## src/rtl/pnh_pkg.sv

```systemverilog
// Shared types, constants and arithmetic helpers of the height sampler.
// No dependencies; used by every module of the block.
`default_nettype none

package pnh_pkg;

    // pipeline stages, index = stage that loads on ld[index]
    localparam int NSTG      = 7;
    localparam int STG_SCALE = 0;
    localparam int STG_CELL  = 1;
    localparam int STG_HASH  = 2;
    localparam int STG_DOT   = 3;
    localparam int STG_LERPX = 4;
    localparam int STG_LERPY = 5;
    localparam int STG_OUT   = 6;

    localparam int FREQ_W   = 24;
    localparam int AMP_W    = 19;
    localparam int SEED_W   = 32;
    localparam int POS_W    = 32;
    localparam int HEIGHT_W = 20;
    localparam int CELL_W   = 16;
    localparam int FRAC_W   = 16;
    localparam int FADE_W   = 17;
    localparam int DOT_W    = 19;
    localparam int NOISE_W  = 20;

    localparam logic [FREQ_W-1:0] FREQ_RESET = 24'd838861;
    localparam logic [AMP_W-1:0]  AMP_RESET  = 19'd65536;
    localparam logic [SEED_W-1:0] SEED_RESET = 32'd0;

    // hash multipliers; the z and mix multipliers only matter in their low 18 bits
    localparam logic [31:0] HASH_KX    = 32'h27d4eb2d;
    localparam logic [17:0] HASH_KZ_LO = 18'h267b1;
    localparam logic [17:0] HASH_KM_LO = 18'h379b9;

    localparam logic signed [17:0] ONE_Q16  = 18'sd65536;
    localparam logic signed [17:0] DIAG_Q16 = 18'sd46341;

    typedef enum logic [1:0] {
        CFG_FREQUENCY = 2'd0,
        CFG_AMPLITUDE = 2'd1,
        CFG_SEED      = 2'd2
    } cfg_idx_t;

    typedef enum logic [2:0] {
        GS_ZERO     = 3'd0,
        GS_POS_ONE  = 3'd1,
        GS_NEG_ONE  = 3'd2,
        GS_POS_DIAG = 3'd3,
        GS_NEG_DIAG = 3'd4
    } grad_sel_t;

    typedef struct packed {
        logic [NSTG-1:0] ld;
    } pipe_ctl_t;

    function automatic grad_sel_t grad_x_sel(input logic [2:0] g);
        grad_sel_t s;
        unique case (g)
            3'd0:    s = GS_POS_ONE;
            3'd1:    s = GS_NEG_ONE;
            3'd2:    s = GS_ZERO;
            3'd3:    s = GS_ZERO;
            3'd4:    s = GS_POS_DIAG;
            3'd5:    s = GS_NEG_DIAG;
            3'd6:    s = GS_POS_DIAG;
            default: s = GS_NEG_DIAG;
        endcase
        return s;
    endfunction

    function automatic grad_sel_t grad_z_sel(input logic [2:0] g);
        grad_sel_t s;
        unique case (g)
            3'd0:    s = GS_ZERO;
            3'd1:    s = GS_ZERO;
            3'd2:    s = GS_POS_ONE;
            3'd3:    s = GS_NEG_ONE;
            3'd4:    s = GS_POS_DIAG;
            3'd5:    s = GS_POS_DIAG;
            3'd6:    s = GS_NEG_DIAG;
            default: s = GS_NEG_DIAG;
        endcase
        return s;
    endfunction

    // gradient component times offset, floor of product >> 16;
    // p is the precomputed diagonal product DIAG_Q16 * d
    function automatic logic signed [17:0] grad_term(input grad_sel_t sel,
                                                     input logic signed [17:0] d,
                                                     input logic signed [33:0] p);
        logic signed [34:0] np;
        logic signed [17:0] r;
        np = 35'sd0 - 35'(p);
        unique case (sel)
            GS_ZERO:     r = 18'sd0;
            GS_POS_ONE:  r = d;
            GS_NEG_ONE:  r = 18'sd0 - d;
            GS_POS_DIAG: r = 18'(p >>> 16);
            GS_NEG_DIAG: r = 18'(np >>> 16);
            default:     r = 18'sd0;
        endcase
        return r;
    endfunction

    // a + floor((b - a) * w >> 16)
    function automatic logic signed [NOISE_W-1:0] lerp_q16(input logic signed [NOISE_W-1:0] a,
                                                           input logic signed [NOISE_W-1:0] b,
                                                           input logic [FADE_W-1:0] w);
        logic signed [NOISE_W:0]          d;
        logic signed [NOISE_W+FADE_W+1:0] pr;
        logic signed [NOISE_W+2:0]        s;
        d  = (NOISE_W+1)'(b) - (NOISE_W+1)'(a);
        pr = d * $signed({1'b0, w});
        s  = (NOISE_W+3)'(a) + (NOISE_W+3)'(pr >>> 16);
        return NOISE_W'(s);
    endfunction

endpackage

`default_nettype wire

```

## src/rtl/pnh_fade.sv

```systemverilog
// Quintic fade of one Q0.16 fraction, one product per stage after CELL.
// Depends on pnh_pkg; stages CELL, HASH and DOT, result from the DOT register.
`default_nettype none

module pnh_fade (
    input  logic                         clk,
    input  pnh_pkg::pipe_ctl_t           ctl,
    input  logic [pnh_pkg::FRAC_W-1:0]   t,
    output logic [pnh_pkg::FADE_W-1:0]   fade
);
    import pnh_pkg::*;

    logic [31:0]              tt;
    logic signed [20:0]       q;
    logic signed [37:0]       pr;
    logic signed [21:0]       inner_sum;
    logic [FRAC_W-1:0]        t2_next;
    logic [19:0]              inner_next;
    logic [FRAC_W-1:0]        t2_reg;
    logic [FRAC_W-1:0]        t_s2_reg;
    logic [19:0]              inner_reg;
    logic [31:0]              p3;
    logic [FRAC_W-1:0]        t3_reg;
    logic [19:0]              inner_s3_reg;
    logic [35:0]              pf;
    logic [FADE_W-1:0]        fade_reg;

    // t*t and t*(6t - 15) + 10, the inner term is always positive
    always_comb
    begin
        tt         = t * t;
        t2_next    = tt[31:16];
        q          = $signed({5'b0, t}) * 21'sd6 - 21'sd983040;
        pr         = $signed({1'b0, t}) * q;
        inner_sum  = 22'(pr >>> 16) + 22'sd655360;
        inner_next = inner_sum[19:0];
    end

    assign p3 = t2_reg * t_s2_reg;
    assign pf = t3_reg * inner_s3_reg;

    always_ff @(posedge clk)
    begin
        if (ctl.ld[STG_CELL])
        begin
            t2_reg    <= t2_next;
            t_s2_reg  <= t;
            inner_reg <= inner_next;
        end
        if (ctl.ld[STG_HASH])
        begin
            t3_reg       <= p3[31:16];
            inner_s3_reg <= inner_reg;
        end
        if (ctl.ld[STG_DOT])
        begin
            fade_reg <= pf[32:16];
        end
    end

    assign fade = fade_reg;

endmodule

`default_nettype wire

```

## config.mk

```make
export PLATFORM = sky130hd
export DESIGN_NAME = pnh_fade
export DESIGN_NICKNAME = d
export VERILOG_FILES = /design/src/rtl/pnh_pkg.sv /design/src/rtl/pnh_fade.sv
export SDC_FILE = /design/constraint.sdc
export NUM_CORES = 2
export LEC_CHECK = 0
export BUFFER_PORTS_ARGS = -buffer_cell sky130_fd_sc_hd__buf_2
export CAP_MARGIN = 30
export CORE_ASPECT_RATIO = 0.8
export CORE_MARGIN = 2
export CORE_UTILIZATION = 25
export CTS_CLUSTER_SIZE = 12
export DETAILED_ROUTE_END_ITERATION = 8
export PLACE_DENSITY = 0.36
export SETUP_SLACK_MARGIN = 0.3
export SYNTH_ARGS = -nofsm -noshare
export SYNTH_HDL_FRONTEND = slang
export SYNTH_SLANG_ARGS = --single-unit
```

## constraint.sdc

```tcl
create_clock -name clk -period 10.3 [get_ports clk]
set_input_delay 0 -clock clk [delete_from_list [all_inputs] [get_ports clk]]
set_output_delay 0 -clock clk [all_outputs]
set_load 0.01 [all_outputs]
```

==> reports/results.ini <==
[timing]
fin_tns_setup_ns=0
setup_viol=0
worst_slew_pin_slew_ns=1.036
grt_setup_unrepaired=false
fmax_mhz=109.4
maxSlewHeadroom_pct=30.91
fin_skew_ns=0.02044
final-max-slew-violation-count=0
min_period_over_period_pct=88.76
finalCriticalPeriod_ns=9.143
finalHoldViolCount=0

[yosys]
yosys.area_share.simple_pct=13.84
synth-seq-cells=105
syn_area_um2=39080
synthAdderAreaFrac_pct=59.37
syn-instance-count=4159
yosysTopAreaCellShare_pct=46.72
synth_warnings=0
yosys_most_used_dff=edfxtp_1
synth-seq-area-share_pct=8.069
ys_types=69
synth-edff-count=105
synth_xor_area_share_pct=2.219
synth.largest_area_cell=fa_1
synth_area_per_cell_um2=9.396
synth_compound_area_share_pct=4.137
synth_top_family_by_area=adder cells
synth_area_leaders=fa_1 (47%), ha_1 (13%), inv_1 (11%)
muxShareOfSynthArea_pct=0.05443
async_flop_share_pct=0
synth_fp_nets=5490

[floorplanning]
die-area_um2=159500
die_x_um=446.0
ios=41
coreArea_um2=154900
row_count=129
die_h_um=357.6
initial_core_util_pct=25.22

[clock_network]
cts_buffer_depth=2
ctsHoldBuffers=0
cts.repair.resized=0
clock-sinks=105
cts_buffers=9
clk_latency_ns=0.41
cts_max_level=3
clock-root-buffer=clkbuf_16
cts_post_setup_buffers_inserted=0
cts_tree=built
clk_pin_slew_ns=0.08

[critical_path]
critPathLaunchType=input pin
slowest_delay_ns=0.59
required_ns=10.45
cp_max_fo=14
critPathCaptureType=flip-flop
crit_arrival_ns=9.29
crit_type=in2reg
crit_top_cell=fa_1
cp_slowest_cell=fa_1

[status]
status=completed

[finish]
num_antenna_cells=0
fin_nets=5449
drive_gt1_share_pct=3.371
area_growth_pct=7.460

[grt]
antenna_found_initial=5
grt_pass1_vias=29420
grt_remaining_overflow=0
grt_pass1_wl_um=175400
grt_max_degree=53
grt.total_usage_pct=14.26

[routing]
routed_wl_um=107800
vias=25840
drc_errors=0
wl_per_cell_um=17.51
route.antenna.remaining_nets=0
viasPerCell=4.200
dr.first_iter.drc_count=1101
drt-pass1-iter-count=5

[placement]
hpwl_um=88490
portBuffers=36
place.gp.congestion=0.7703

[run]
maxCapViolations=0

[hold_path]
hp-class=in2reg

## path summary, 6_finish.rpt
kind,from,slack [ns],cells after the start,endpoint
worst max register to register,t3_reg[1],3.24,21,fade[16]
worst min-delay path,t[7],0.03,1,t_s2_reg[7]
worst max-delay path,t[1],1.16,37,inner_reg[19]
worst min register to register,inner_reg[4],0.42,0,inner_s3_reg[4]
## layer usage
| layer | vias up | part of all wire, % | GRT usage [%] |
|---|---|---|---|
| met1 | 13500 | 54 | 22.00 |
| met4 | 2 | 0.53 | 1.315 |
| met2 | 216 | 44 | 22.53 |
| met5 | - | 0.012 | 0 |
| met3 | 29 | 1.7 | 0.9362 |
| li1 | 12100 | - | - |
## critical path: cells and delay by family
family	cells	cell delay (ns)
compound gates	11	2.07
xor+xnor	5	0.68
fa+ha+maj	11	4.86
buf+inv	6	0.74
simple gates	4	0.92
## logic make-up after synthesis
group,after synthesis
buf+inv,1276
compound gates,235
mux,2
simple gates,1135
flops,105
fa+ha+maj,1307
xor+xnor,99
## final cells by class
cell class | instances | area [um2]
sequential | 105 | 3153
multi-input combinational | 2778 | 31120
timing repair buffer | 97 | 658.1
inverter | 1127 | 4230
tap | 2030 | 2540
clock buffer | 9 | 225.2
fill | 16700 | 113000
clock inverter | 7 | 61.31
## per-stage QoR
stage / hold WS (ns) / utilization, % / instance area (um2) / setup slack (ns) / instances
2_1_floorplan: 0.09887 / - / 39080 / 1.761 / 4159
3_3_place_gp: 0.4039 / 26.89 / 41660 / 0.7243 / 6134
3_5_place_dp: 0.4102 / 26.89 / 41670 / 0.7151 / 6135
4_1_cts: 0.0007897 / 27.08 / 41960 / 1.120 / 6151
5_1_grt: 0.004178 / 27.10 / 41990 / 0.5593 / 6153
6_report: 0.03266 / 27.10 / 41990 / 1.157 / 6153
## placed cells by master (no fill, tap or decap), types with 5 or more instances in the layout
cell	n
nor3_1	26
o21ai_0	36
buf_2	36
fa_1	912
a211oi_1	14
buf_4	59
nand3_1	19
inv_1	1123
ha_1	395
clkbuf_16	9
nand2b_1	12
edfxtp_1	105
xor2_1	26
and2_1	339
nand4_1	13
o21a_1	17
xnor2_1	72
a31oi_1	9
nand2_1	575
o21bai_1	10
nor2b_1	13
nor2_1	91
and3_1	16
o211ai_1	5
a21oi_1	59
or2_2	7
a21o_1	40
## synthesized netlist by cell type (5+ instances only)
master    count
a211oi_1     14
a21o_1       40
a21oi_1      59
a31oi_1       9
and2_1      339
and3_1       16
buf_1         6
clkbuf_1    137
edfxtp_1    105
fa_1        912
ha_1        395
inv_1      1123
nand2_1     575
nand2b_1     12
nand3_1      19
nand4_1      13
nor2_1       92
nor2b_1      13
nor3_1       26
o211ai_1      5
o21a_1       17
o21ai_0      36
o21bai_1     10
or2_2         7
xnor2_1      72
xor2_1       27
Power is not shown: default switching activity piles up to over one toggle a cycle in this logic, so the estimate is an artifact.
