<file path="src/rtl/pnh_pkg.sv">
// Shared types, constants and arithmetic helpers of the height sampler.
// No dependencies; used by every module of the block.
`default_nettype none

package pnh_pkg;

    // pipeline stages, index = stage that loads on ld[index]
    localparam int NSTG      = 7;
    localparam int STG_SCALE = 0;
    localparam int STG_CELL  = 1;
    localparam int STG_HASH  = 2;
    localparam int STG_DOT   = 3;
    localparam int STG_LERPX = 4;
    localparam int STG_LERPY = 5;
    localparam int STG_OUT   = 6;

    localparam int FREQ_W   = 24;
    localparam int AMP_W    = 19;
    localparam int SEED_W   = 32;
    localparam int POS_W    = 32;
    localparam int HEIGHT_W = 20;
    localparam int CELL_W   = 16;
    localparam int FRAC_W   = 16;
    localparam int FADE_W   = 17;
    localparam int DOT_W    = 19;
    localparam int NOISE_W  = 20;

    localparam logic [FREQ_W-1:0] FREQ_RESET = 24'd838861;
    localparam logic [AMP_W-1:0]  AMP_RESET  = 19'd65536;
    localparam logic [SEED_W-1:0] SEED_RESET = 32'd0;

    // hash multipliers; the z and mix multipliers only matter in their low 18 bits
    localparam logic [31:0] HASH_KX    = 32'h27d4eb2d;
    localparam logic [17:0] HASH_KZ_LO = 18'h267b1;
    localparam logic [17:0] HASH_KM_LO = 18'h379b9;

    localparam logic signed [17:0] ONE_Q16  = 18'sd65536;
    localparam logic signed [17:0] DIAG_Q16 = 18'sd46341;

    typedef enum logic [1:0] {
        CFG_FREQUENCY = 2'd0,
        CFG_AMPLITUDE = 2'd1,
        CFG_SEED      = 2'd2
    } cfg_idx_t;

    typedef enum logic [2:0] {
        GS_ZERO     = 3'd0,
        GS_POS_ONE  = 3'd1,
        GS_NEG_ONE  = 3'd2,
        GS_POS_DIAG = 3'd3,
        GS_NEG_DIAG = 3'd4
    } grad_sel_t;

    typedef struct packed {
        logic [NSTG-1:0] ld;
    } pipe_ctl_t;

    function automatic grad_sel_t grad_x_sel(input logic [2:0] g);
        grad_sel_t s;
        unique case (g)
            3'd0:    s = GS_POS_ONE;
            3'd1:    s = GS_NEG_ONE;
            3'd2:    s = GS_ZERO;
            3'd3:    s = GS_ZERO;
            3'd4:    s = GS_POS_DIAG;
            3'd5:    s = GS_NEG_DIAG;
            3'd6:    s = GS_POS_DIAG;
            default: s = GS_NEG_DIAG;
        endcase
        return s;
    endfunction

    function automatic grad_sel_t grad_z_sel(input logic [2:0] g);
        grad_sel_t s;
        unique case (g)
            3'd0:    s = GS_ZERO;
            3'd1:    s = GS_ZERO;
            3'd2:    s = GS_POS_ONE;
            3'd3:    s = GS_NEG_ONE;
            3'd4:    s = GS_POS_DIAG;
            3'd5:    s = GS_POS_DIAG;
            3'd6:    s = GS_NEG_DIAG;
            default: s = GS_NEG_DIAG;
        endcase
        return s;
    endfunction

    // gradient component times offset, floor of product >> 16;
    // p is the precomputed diagonal product DIAG_Q16 * d
    function automatic logic signed [17:0] grad_term(input grad_sel_t sel,
                                                     input logic signed [17:0] d,
                                                     input logic signed [33:0] p);
        logic signed [34:0] np;
        logic signed [17:0] r;
        np = 35'sd0 - 35'(p);
        unique case (sel)
            GS_ZERO:     r = 18'sd0;
            GS_POS_ONE:  r = d;
            GS_NEG_ONE:  r = 18'sd0 - d;
            GS_POS_DIAG: r = 18'(p >>> 16);
            GS_NEG_DIAG: r = 18'(np >>> 16);
            default:     r = 18'sd0;
        endcase
        return r;
    endfunction

    // a + floor((b - a) * w >> 16)
    function automatic logic signed [NOISE_W-1:0] lerp_q16(input logic signed [NOISE_W-1:0] a,
                                                           input logic signed [NOISE_W-1:0] b,
                                                           input logic [FADE_W-1:0] w);
        logic signed [NOISE_W:0]          d;
        logic signed [NOISE_W+FADE_W+1:0] pr;
        logic signed [NOISE_W+2:0]        s;
        d  = (NOISE_W+1)'(b) - (NOISE_W+1)'(a);
        pr = d * $signed({1'b0, w});
        s  = (NOISE_W+3)'(a) + (NOISE_W+3)'(pr >>> 16);
        return NOISE_W'(s);
    endfunction

endpackage

`default_nettype wire

</file>
<file path="src/rtl/pnh_hash.sv">
// Corner hash pipeline: cell coordinates and seed to four 3-bit gradient codes.
// Depends on pnh_pkg; stages CELL and HASH, codes read from the HASH registers.
`default_nettype none

module pnh_hash (
    input  logic                           clk,
    input  pnh_pkg::pipe_ctl_t             ctl,
    input  logic [pnh_pkg::CELL_W-1:0]     cell_x,
    input  logic [pnh_pkg::CELL_W-1:0]     cell_z,
    input  logic [pnh_pkg::SEED_W-1:0]     seed,
    output logic [3:0][2:0]                corner_grad
);
    import pnh_pkg::*;

    logic [31:0]       cx;
    logic [31:0]       cx1;
    logic [17:0]       cz_lo;
    logic [17:0]       cz1_lo;
    logic [1:0][31:0]  mx_next;
    logic [1:0][31:0]  mx_reg;
    logic [1:0][17:0]  mz_next;
    logic [1:0][17:0]  mz_reg;
    logic [3:0][17:0]  mix_next;
    logic [3:0][17:0]  mix_reg;

    // cell products, x needs all 32 bits because of the half swap
    always_comb
    begin
        cx         = {{(32-CELL_W){cell_x[CELL_W-1]}}, cell_x};
        cx1        = cx + 32'd1;
        cz_lo      = {{(18-CELL_W){cell_z[CELL_W-1]}}, cell_z};
        cz1_lo     = cz_lo + 18'd1;
        mx_next[0] = cx * HASH_KX;
        mx_next[1] = cx1 * HASH_KX;
        mz_next[0] = cz_lo * HASH_KZ_LO;
        mz_next[1] = cz1_lo * HASH_KZ_LO;
    end

    // xor seed, swap halves, xor z product, final multiply; low 18 bits suffice
    always_comb
    begin
        logic [31:0] u;
        logic [17:0] lo;
        logic [1:0]  cc;
        u  = '0;
        lo = '0;
        cc = '0;
        for (int c = 0; c < 4; c++)
        begin
            cc          = 2'(c);
            u           = seed ^ mx_reg[cc[0]];
            lo          = {u[1:0], u[31:16]} ^ mz_reg[cc[1]];
            mix_next[c] = lo * HASH_KM_LO;
        end
    end

    always_ff @(posedge clk)
    begin
        if (ctl.ld[STG_CELL])
        begin
            mx_reg <= mx_next;
            mz_reg <= mz_next;
        end
        if (ctl.ld[STG_HASH])
        begin
            mix_reg <= mix_next;
        end
    end

    always_comb
    begin
        for (int c = 0; c < 4; c++)
        begin
            corner_grad[c] = mix_reg[c][2:0] ^ mix_reg[c][17:15];
        end
    end

endmodule

`default_nettype wire

</file>
<file path="config.mk">
export PLATFORM = sky130hd
export DESIGN_NAME = pnh_hash
export DESIGN_NICKNAME = d
export VERILOG_FILES = /design/src/rtl/pnh_pkg.sv /design/src/rtl/pnh_hash.sv
export SDC_FILE = /design/constraint.sdc
export NUM_CORES = 2
export LEC_CHECK = 0
export BUFFER_PORTS_ARGS = -buffer_cell sky130_fd_sc_hd__buf_4
export CORE_ASPECT_RATIO = 0.9
export CORE_MARGIN = 10
export CORE_UTILIZATION = 50
export CTS_CLUSTER_DIAMETER = 150
export DETAILED_ROUTE_END_ITERATION = 12
export GPL_TIMING_DRIVEN = 0
export PLACE_DENSITY = 0.66
export SYNTH_ARGS = -nofsm -noshare
export SYNTH_HDL_FRONTEND = slang
export SYNTH_SLANG_ARGS = --single-unit
</file>
<file path="constraint.sdc">
create_clock -name clk -period 11.9 [get_ports clk]
set_input_delay 2.38 -clock clk [delete_from_list [all_inputs] [get_ports clk]]
set_output_delay 2.38 -clock clk [all_outputs]
set_load 0.005 [all_outputs]
</file>
==> impl_metrics.toml <==
[synth]
ys_ff_latch = 96
ys_top_cells_by_area = "fa_1, ha_1, inv_1"
ys_types = 53
syn_area_per_cell_um2 = 10.5
synth_ff_type = "edfxtp_1"
synthesis.area_um2 = 31700
synth_seq_area_share_pct = 9.10
yosys.area.top_type = "fa_1"
syn_inst = 3009
synth_top_area_share_pct = 36.9
synth_fp_nets = 4348
yosysWarnings = 0
synth_edf_count = 96
synthArstFlopShare_pct = 0

[place]
dp_hpwl_um = 65800
place.gp.congestion = 0.993
io_buffer_count = 64
dpl.cell_count = 3918

[layout]
fin_nets = 4424
syn2layout_area_growth_pct = 5.82
drive_gt1_share_pct = 3.20
fin_cells = 3935
multi_input_area_um2 = 25100
regArea_um2 = 2880
diodes = 0
mostFrequentLayoutCell = "inv_1"
n_fill_cell = 5598
layout_common_cells = "inv_1, ha_1, fa_1, xnor2_1, edfxtp_1"

[clock_tree]
post-cts-setup-buffers = 0
root_buffer = "clkbuf_16"
clk-insertion-delay-late_ns = 0.37
cts.clk_slew.worst_paths_ns = 0.08
postCtsHoldBufs = 0
h-tree-depth = 3
cts_tree = "done"
cts_buffer_depth = 2
cts_resized = 0
cts_sinks = 96
cts_made_buffers = 9

[drt]
route.detailed.drc = 0
viasPerCell = 5.00
drt-initial-drc-count = 897
postRouteAntennaNets = 0
routedWlPerCell_um = 18.6
num_vias = 19681
drt-total-wl_um = 73200
drtPass1Iterations = 5

[setup_path]
worstPathCellList = "buf_4 > ha_1 > ha_1 > xor2_1 > inv_1 > fa_1 > fa_1 > inv_1 > fa_1 > fa_1 > inv_1 > fa_1 > fa_1 > inv_1 > ha_1 > nand2_1 > o21ai_0 > nor4_4 > o22ai_1 > o221a_2 > o21a_1 > nor2_1 > xnor2_1"
r2r_setup_slack_ns = 5.53
ff2ff_path_depth = 19
r2r_start = "mz_reg[2]"
slowest_delay_ns = 0.90
worst-setup-path-type = "primary input to flop"
critical_path.most_common_cell = "fa_1"
worstReg2RegEnd = "mix_reg[17]"
path_buf_inv = 5
startpoint_type = "primary input"
slowest_stage = "xor2_1"
crit_arrival_ns = 9.79
cp.required_ns = 12.01
end_kind = "flop"
path_max_fanout = 11
crit_family = "adder cells"

[floorplanning]
initial_core_util_pct = 50.5
core_area_um2 = 62700
die_w_um = 285
dieArea_um2 = 73900
row_count = 87
die_y_um = 259
io_pins = 84

[min_path]
hold_end = "mix_reg[54]"
hold_path_depth = 2
worstHoldStart = "mz_reg[18]"
holdCritPathClass = "flop to flop"

[sta]
relSlewSlack_pct = 9.98
finClkSkew_ns = 0.0139
clock.fmax_mhz = 103
finalCritPeriodShare_pct = 81.4
hold_violations = 0
setup_violations = 0
tns_ns = 0
finalMaxSlewViolations = 0
worst_pin_slew_ns = 1.34
post-route-min-period_ns = 9.68
rsz0062_at_grt = "no"

[global_route]
grt_overflow = 0
grt_first_pass_wirelength_um = 120000
antenna_found_initial = 0
grtUsageTotal_pct = 20.5
grt_max_degree = 73
first_global_vias = 22310

[job]
drv_cap = 0

[outcome]
outcome = "finished clean"
[cell type report]
type | count | area share, %
buffer | 1 | 0.0149
clock buffer | 9 | 0.672
clock inverter | 7 | 0.216
inverter | 989 | 11.1
multi-input combinational | 1923 | 74.8
sequential | 96 | 8.60
tap | 845 | 3.15
timing repair buffer | 65 | 1.46
[synthesized netlist by cell type, drive strengths merged (2+ instances only)]
cell type / count
and3: 7
a31oi: 7
edfxtp: 96
a41oi: 2
and4: 2
o21bai: 7
nand3: 20
ha: 683
nand4: 7
o211ai: 3
a2111oi: 4
o21ai: 31
fa: 584
nand2b: 6
nand4b: 2
nor2: 38
xor2: 67
mux2i: 2
a21boi: 5
a21oi: 49
inv: 989
nor2b: 4
a21o: 15
a31o: 2
nor3: 10
nor3b: 3
o21a: 7
or3: 3
a211o: 2
nand2: 43
a211oi: 10
xnor2: 287
and2: 2
[worst max-delay path by stage]
stage	start	to	slack (ns)	depth (start not counted)
floorplan	cell_x[2]	mx_reg[62]	3.23	26
global route	cell_x[0]	mx_reg[62]	1.87	27
global placement	cell_x[1]	mx_reg[62]	1.94	23
CTS	cell_x[1]	mx_reg[62]	2.22	23
detailed placement	cell_x[1]	mx_reg[62]	1.83	23
finish	cell_x[1]	mx_reg[62]	2.22	23
[metal layers]
layer	vias up	track usage [%]	part of all wire, %
met1	10028	27.9	46
met5	-	0	0
met4	0	3.43	1.6
met2	350	35.1	48
li1	9241	-	-
met3	62	2.46	4.0
[through the flow]
step                utilization [%]  setup WS, ns  hold WS [ns]  area [um^2]
floorplan                         -          3.23         0.783        31700
global placement               53.0          1.94          1.07        33200
detailed placement             53.0          1.83          1.08        33200
CTS                            53.5          2.22          1.09        33500
global route                   53.5          1.87          1.13        33500
finish                         53.5          2.22          1.08        33500
[kinds of logic after synthesis]
| logic type | share of synthesized area [%] |
|---|---|
| compound gates | 3.12 |
| simple gates | 2.31 |
| fa+ha+maj | 63.9 |
| xor+xnor | 9.83 |
| mux | 0.0632 |
| flops | 9.10 |
| buf+inv | 11.7 |
[worst register-to-register path: cells and delay by family (launching register included)]
family / cells / cell delay (ns)
compound gates: 5 / 1.33
xor+xnor: 3 / 1.38
flops: 1 / 0.43
buf+inv: 4 / 0.27
fa+ha+maj: 7 / 2.72
Power is left out: the tool's default activity adds up to more than one toggle a clock period on the data nets, which glitch-free logic cannot reach.
